==> src/hdl/dif_pkg.sv <==
package dif_pkg;

  localparam int unsigned PHASE_W = 3;
  localparam int unsigned MAG_W   = 32;
  localparam int unsigned NXT_W   = 36;

  localparam logic [PHASE_W-1:0] PH_LEAD   = 3'd0;
  localparam logic [PHASE_W-1:0] PH_SIGN   = 3'd1;
  localparam logic [PHASE_W-1:0] PH_DIGITS = 3'd2;
  localparam logic [PHASE_W-1:0] PH_TRAIL  = 3'd3;
  localparam logic [PHASE_W-1:0] PH_REJECT = 3'd4;

  localparam logic [7:0] CHAR_NUL   = 8'h00;
  localparam logic [7:0] CHAR_TAB   = 8'h09;
  localparam logic [7:0] CHAR_CR    = 8'h0D;
  localparam logic [7:0] CHAR_SPACE = 8'h20;
  localparam logic [7:0] CHAR_PLUS  = 8'h2B;
  localparam logic [7:0] CHAR_COMMA = 8'h2C;
  localparam logic [7:0] CHAR_MINUS = 8'h2D;
  localparam logic [7:0] CHAR_ZERO  = 8'h30;
  localparam logic [7:0] CHAR_NINE  = 8'h39;

  localparam logic [MAG_W-1:0] MAG_LIMIT = 32'h8000_0000;

  typedef struct packed {
    logic        is_integer;
    logic [31:0] value;
  } dif_result_t;

endpackage

==> src/hdl/dif_scan.sv <==
module dif_scan (
  input  logic               clk_i,
  input  logic               rst_ni,
  input  logic               step_i,
  input  logic [7:0]         byte_i,
  output dif_pkg::dif_result_t res_o
);

  logic [dif_pkg::PHASE_W-1:0] phase_q, phase_d;
  logic                        neg_q, neg_d;
  logic [dif_pkg::MAG_W-1:0]   mag_q, mag_d;
  logic                        ovf_q, ovf_d;

  logic                        is_zero;
  logic                        is_digit;
  logic                        is_space;
  logic [dif_pkg::NXT_W-1:0]   mag_ext;
  logic [dif_pkg::NXT_W-1:0]   nxt;
  logic [dif_pkg::MAG_W-1:0]   dig_mag;
  logic                        dig_ovf;
  logic                        ok;

  assign is_zero  = (byte_i == dif_pkg::CHAR_NUL);
  assign is_digit = byte_i inside {[dif_pkg::CHAR_ZERO:dif_pkg::CHAR_NINE]};
  assign is_space = byte_i inside {dif_pkg::CHAR_SPACE, [dif_pkg::CHAR_TAB:dif_pkg::CHAR_CR]};

  assign mag_ext = {{(dif_pkg::NXT_W-dif_pkg::MAG_W){1'b0}}, mag_q};
  assign nxt = (mag_ext << 3) + (mag_ext << 1)
             + {{(dif_pkg::NXT_W-4){1'b0}}, byte_i[3:0]};

  always_comb begin
    if (nxt > {{(dif_pkg::NXT_W-dif_pkg::MAG_W){1'b0}}, dif_pkg::MAG_LIMIT}) begin
      dig_ovf = 1'b1;
      dig_mag = dif_pkg::MAG_LIMIT;
    end else begin
      dig_ovf = ovf_q;
      dig_mag = nxt[dif_pkg::MAG_W-1:0];
    end
  end

  always_comb begin
    ok = ((phase_q == dif_pkg::PH_DIGITS) || (phase_q == dif_pkg::PH_TRAIL)) && !ovf_q;
    res_o.is_integer = 1'b0;
    res_o.value      = '0;
    if (ok) begin
      if (neg_q) begin
        res_o.is_integer = 1'b1;
        res_o.value      = 32'd0 - mag_q;
      end else if (!mag_q[dif_pkg::MAG_W-1]) begin
        res_o.is_integer = 1'b1;
        res_o.value      = mag_q;
      end
    end
  end

  always_comb begin
    phase_d = phase_q;
    neg_d   = neg_q;
    mag_d   = mag_q;
    ovf_d   = ovf_q;
    if (is_zero) begin
      phase_d = dif_pkg::PH_LEAD;
      neg_d   = 1'b0;
      mag_d   = '0;
      ovf_d   = 1'b0;
    end else begin
      case (phase_q)
        dif_pkg::PH_LEAD: begin
          if (is_digit) begin
            mag_d   = dig_mag;
            ovf_d   = dig_ovf;
            phase_d = dif_pkg::PH_DIGITS;
          end else if (byte_i == dif_pkg::CHAR_PLUS || byte_i == dif_pkg::CHAR_MINUS) begin
            neg_d   = (byte_i == dif_pkg::CHAR_MINUS);
            phase_d = dif_pkg::PH_SIGN;
          end else if (!is_space) begin
            phase_d = dif_pkg::PH_REJECT;
          end
        end
        dif_pkg::PH_SIGN: begin
          if (is_digit) begin
            mag_d   = dig_mag;
            ovf_d   = dig_ovf;
            phase_d = dif_pkg::PH_DIGITS;
          end else begin
            phase_d = dif_pkg::PH_REJECT;
          end
        end
        dif_pkg::PH_DIGITS: begin
          if (is_digit) begin
            mag_d = dig_mag;
            ovf_d = dig_ovf;
          end else if (is_space || byte_i == dif_pkg::CHAR_COMMA) begin
            phase_d = dif_pkg::PH_TRAIL;
          end else begin
            phase_d = dif_pkg::PH_REJECT;
          end
        end
        dif_pkg::PH_TRAIL: begin
          if (!is_space) begin
            phase_d = dif_pkg::PH_REJECT;
          end
        end
        default: begin
          phase_d = dif_pkg::PH_REJECT;
        end
      endcase
    end
  end

  always_ff @(posedge clk_i or negedge rst_ni) begin
    if (!rst_ni) begin
      phase_q <= dif_pkg::PH_LEAD;
      neg_q   <= 1'b0;
      mag_q   <= '0;
      ovf_q   <= 1'b0;
    end else if (step_i) begin
      phase_q <= phase_d;
      neg_q   <= neg_d;
      mag_q   <= mag_d;
      ovf_q   <= ovf_d;
    end
  end

  a_clear_after_word: assert property (@(posedge clk_i) disable iff (!rst_ni)
    step_i && is_zero |=> phase_q == dif_pkg::PH_LEAD && mag_q == '0 && !neg_q && !ovf_q)
    else $error("field state not cleared after terminator");

  a_ovf_saturates: assert property (@(posedge clk_i) disable iff (!rst_ni)
    ovf_q |-> mag_q == dif_pkg::MAG_LIMIT)
    else $error("overflow without saturated magnitude");

  a_mag_bounded: assert property (@(posedge clk_i) disable iff (!rst_ni)
    mag_q <= dif_pkg::MAG_LIMIT)
    else $error("magnitude beyond limit");

endmodule
==> config.mk <==
export PLATFORM = sky130hd
export DESIGN_NAME = dif_scan
export DESIGN_NICKNAME = d
export VERILOG_FILES = /design/src/hdl/dif_pkg.sv /design/src/hdl/dif_scan.sv
export SDC_FILE = /design/constraint.sdc
export NUM_CORES = 1
export LEC_CHECK = 0
export BUFFER_PORTS_ARGS = -buffer_cell sky130_fd_sc_hd__buf_4
export CORE_UTILIZATION = 24
export DETAILED_ROUTE_END_ITERATION = 10
export HOLD_SLACK_MARGIN = 0.12
export PLACE_DENSITY = 0.47
export SETUP_SLACK_MARGIN = 0.1
export SKIP_CTS_REPAIR_TIMING = 1
export SLEW_MARGIN = 40
export SYNTH_ARGS = -nofsm -noshare
export SYNTH_HDL_FRONTEND = slang
export SYNTH_SLANG_ARGS = --single-unit
==> constraint.sdc <==
create_clock -name clk_i -period 9.7 [get_ports clk_i]
set_clock_uncertainty 0.2 [all_clocks]
set_input_delay 0.97 -clock clk_i [delete_from_list [all_inputs] [get_ports clk_i]]
set_output_delay 0.97 -clock clk_i [all_outputs]
set_load 0.02 [all_outputs]
# After elaboration in Yosys (flattened, before gate mapping)
# Index checks and enable logic that the tools add are counted.
dict set report word_totals {
  n_memories 0
  latchBits 0
  ramBits 0
  regBits 37
  mem_bits_ro 0
  wordCells 64
}
dict set report op_classes {
  n_addsub 3
  mul 0
  shift 0
  magnitude_cmp 5
  n_bitwise 0
  div_mod_pow 0
  mux 23
  eq_ne 9
  reduce_logical 20
}
# operator count
set ops {}
lappend ops {{$mux 32} 4}
lappend ops {{$mux 33} 3}
lappend ops {{$add 35x33->36} 1}
lappend ops {{$add 36x4->36} 1}
lappend ops {{$gt 36x32->1 const B} 1}
lappend ops {{$eq 8x6->1 const B} 4}
lappend ops {{$sub 1x32->32 const A} 1}
lappend ops {{$mux 3} 7}
lappend ops {{$pmux 3 s4} 1}
lappend ops {{$reduce_bool 2->1} 6}
lappend ops {{$ge 8x4->1 const B} 1}
lappend ops {{$ge 8x6->1 const B} 1}
lappend ops {{$le 8x4->1 const B} 1}
lappend ops {{$le 8x6->1 const B} 1}
lappend ops {{$logic_not 8->1} 1}
lappend ops {{$mux 1} 8}
lappend ops {{$reduce_and 4->1} 2}
lappend ops {{$eq 3x2->1 const B} 2}
lappend ops {{$eq 3x1->1 const B} 1}
lappend ops {{$logic_and 1x1->1} 3}
lappend ops {{$logic_not 3->1} 1}
lappend ops {{$logic_or 1x1->1} 3}
lappend ops {{$ne 3x3->1 const B} 1}
lappend ops {{$reduce_and 3->1} 1}
lappend ops {{other kinds (4)} 4}

# Longest topological paths before layout
dict set report logic_depth {
  ltp_word 8
  ltp_mapped 17
}

# Worst setup path after synthesis
# No wires, ideal clock.
dict set report synth_timing {
  path_type {in2reg}
  startpoint {input byte_i[3]}
  endpoint {register mag_q[0] (netlist name)}
  path_stages 15
  arrival_ps 4266
  setup_slack_ps 5111
  setup_time_ps 123
  path_buffers 3
  required_ps 9377
  cell_sequence {clkbuf_1 > inv_1 > fa_1 > fa_1 > nor2b_1 > o2111ai_1 > a2111oi_0 > o31a_1 > a2111oi_0 > o32ai_1 > nor4_2 > nand2b_1 > buf_2 > buf_2 > o21ai_1}
}
dict set report synth_via {
  elab_chain_len 6
  word_cells_on_any_way 13
  classes_between {add/sub: 1; order compare: 3; mux: 4; reduce/logical: 5}
}
# item line
set synth_rtl {}
lappend synth_rtl {{from (decl)} dif_scan.sv:5} ;# input logic [7:0] byte_i,
lappend synth_rtl {{$add 36x4->36} dif_scan.sv:29} ;# + {{(dif_pkg::NXT_W-4){1'b0}}, byte_i[3:0]};
lappend synth_rtl {{$gt 36x32->1} dif_scan.sv:32} ;# if (nxt > {{(dif_pkg::NXT_W-dif_pkg::MAG_W){1'b0}}, dif_pkg::MAG_LIMIT}) begin
lappend synth_rtl {{$mux 32} dif_scan.sv:32}
lappend synth_rtl {{$mux 32} {dif_scan.sv:69, dif_scan.sv:81, dif_scan.sv:90}}
lappend synth_rtl {{$mux 32} -}
lappend synth_rtl {{$mux 32} dif_scan.sv:61} ;# if (is_zero) begin
lappend synth_rtl {{to (signal assigned)} dif_scan.sv:120} ;# mag_q <= mag_d;
lappend synth_rtl {{to (decl)} dif_scan.sv:11} ;# logic [dif_pkg::MAG_W-1:0] mag_q, mag_d;
# Several ways; a longest one is shown, not always the timed one. The select of a mux whose other input is x is not followed.
# A chain may end at the register's enable or synchronous reset.

# Worst setup path after layout
dict set report layout_timing {
  startpoint {input byte_i[3]}
  endpoint {register mag_q[6] (netlist name)}
}
# Same word-level chain as after synthesis.

==> impl_metrics.toml <==
[synthesis]
synth.net_count = 826
synthDistinctLibCells = 73
syn_area_per_cell_um2 = 7.35
synth_edf_count = 0
seq_area_frac_synth = 0.168
ys_ff_latch = 37
synthArstFlopShare = 1.00
synth_flop_cell = "dfrtp_1"
synth_area_um2 = 5500
syn_inst = 748
ys_warn_count = 0

[timing]
fin_tns_setup_ns = 0
grt_setup_unrepaired = "false"
min_period_ns = 4.92
finalCritPeriodShare = 0.507
maxClockFrequency_mhz = 203
setup-violations-final = 0
drv_slew = 0
hold_viol = 0
worst_slew_pin_slew_ns = 0.644
max-slew-margin-rel = 0.571

[routing]
via_per_inst = 5.21
routed_wl_um = 16700
num_vias = 5470
drtPass1Iterations = 5
drc_errors = 0
antenna_left = 0
post_drt_wl_per_cell_um = 16.0
first_iter_violations = 298

[power]
power.density_nw_per_um2 = 56.9
total_power_uw = 351
leakagePower_uw = 0.00274
ir_worst_vdd_uv = 69.2

[grt]
grt_antenna_before_repair = 0
grt_max_degree = 38
grt_pass1_vias = 5081
track_usage = 0.142
grt_overflow = 0
grt_pass1_wl_um = 27500

[worst_hold_path]
whs_path_depth = 2
hold_path.class = "reg -> reg"
hold_start = "ovf_q"
min_to = "ovf_q"

[worst_setup_path]
worstSetupPathType = "in -> reg"
rrSetupSlack_ns = 5.07
required_ns = 9.68
critPathArrivalTime_ns = 4.90
r2r_end = "mag_q[6]"
cp_max_fo = 25
end_kind = "flop"
worstSetupStartpointType = "input port"
r2r.worst_path.cells = 12
r2r_start = "mag_q[0]"

[layout]
drive_gt1_frac = 0.123
nets = 841
syn_to_final_growth_pct = 12.2
diodes = 0

[die]
io_pins = 44
core_um2 = 22600
dieArea_um2 = 23500
initial_utilization = 0.244
rows = 55
die_height_um = 153
chipWidth_um = 153

[cts]
clock_tree.root_cell = "clkbuf_16"
clockBufferDepth = 2
cts_tree = "built"
insertion_delay_ns = 0.28
clk_pin_slew_worst_paths_ns = 0.06
cts_buffers = 5
h-tree-depth = 2
cts.sinks = 37

[run_status]
status = "finished, final reports clean"

[placed_design]
portBuffers = 43
gp_congestion = 0.868
place_hpwl_um = 13700

[run]
drv_cap = 0
## layout make-up
class                   count  area, um2
well taps                 285        357
repair buffers             43        323
clock inverters             1       5.00
flip-flops and latches     37        927
fillers                  2488      16400
multi-input cells         652       4320
clock buffers               7        153
inverters                  24       90.1
## how the worst max path moves through the flow
stage	start	endpoint	slack (ns)
detailed placement	byte_i[3]	mag_q[4]	4.53
CTS	byte_i[3]	mag_q[4]	4.80
global route	byte_i[3]	mag_q[7]	4.46
finish	byte_i[3]	mag_q[6]	4.78
floorplan	byte_i[3]	mag_q[0]	5.11
global placement	byte_i[3]	mag_q[4]	4.24
## cells by family after synthesis
kind of cell	Yosys count	share of synthesized area
mux	5	0.00956
fa+ha+maj	67	0.155
compound gates	225	0.289
xor+xnor	32	0.0510
simple gates	323	0.280
flops	37	0.168
buf+inv	59	0.0473
## registers in the layout, indices dropped and copies added, names as in the netlist
signal / flops
mag_q: 32
phase_q: 3
neg_q: 1
ovf_q: 1
## where the power goes
group	total (uW)	switching, uW	leakage, uW	internal (uW)
sequential	156	1.01	0.000510	155
combinational	25.3	15.9	0.00215	9.43
clock	170	61.3	0.0000799	109
total	351	78.2	0.00274	273
## metal layers
metal | wire, um | vias up | GRT usage
met1 | 9030 | 2564 | 0.221
met2 | 7020 | 99 | 0.211
met4 | 251 | 0 | 0.0362
met5 | 0 | - | 0
li1 | - | 2793 | -
met3 | 441 | 14 | 0.00567
## critical path: stages
cell,delay (ns)
buf_4,0.12
inv_1,0.07
fa_1,0.53
fa_1,0.47
nor2b_1,0.16
o2111ai_1,0.23
a2111oi_0,0.64
o31a_1,0.28
o211a_1,0.17
o32ai_1,0.08
nor4_2,0.34
nand2b_2,0.46
o31ai_1,0.36
## cells in the final DEF, fill, tap and decap left out, drive strengths merged, types with 8 or more instances in the layout
| cell | count |
|---|---|
| nand2 | 123 |
| nor2 | 70 |
| ha | 65 |
| a21oi | 59 |
| o21ai | 48 |
| buf | 43 |
| dfrtp | 37 |
| nor3 | 26 |
| inv | 24 |
| xor2 | 23 |
| o31ai | 22 |
| nand3 | 17 |
| or3 | 10 |
| or2 | 10 |
| nor4 | 10 |
| nand4 | 9 |
| xnor2 | 9 |
| a311oi | 9 |
| a211oi | 9 |
| nand2b | 8 |
## stage by stage
stage / util / hold slack (ns) / instances / setup slack (ns) / instance area [um2]
final: 0.273 / 0.323 / 1049 / 4.78 / 6170
after global routing: 0.273 / 0.349 / 1049 / 4.46 / 6170
after CTS: 0.273 / 0.323 / 1049 / 4.80 / 6170
after detailed placement: 0.266 / 0.311 / 1041 / 4.53 / 6010
after global placement: 0.266 / 0.336 / 1041 / 4.24 / 6010
after floorplan: - / 0.259 / 748 / 5.11 / 5500
## synthesized netlist by cell type, types with 10 or more instances
master    count  area [um2]
a21oi_1      52         260
buf_2        10        50.1
clkbuf_1     21        78.8
dfrtp_1      37         926
ha_1         65         813
inv_1        24        90.1
nand2_1     123         462
nand3_1      17        85.1
nor2_1       70         263
nor3_1       25         125
o21ai_0      30         150
o21ai_1      14        70.1
o31ai_1      12        90.1
o31ai_2      10         125
or3_1        10        62.6
xor2_1       23         201
Note: power is estimated with default switching activity, not from simulation.
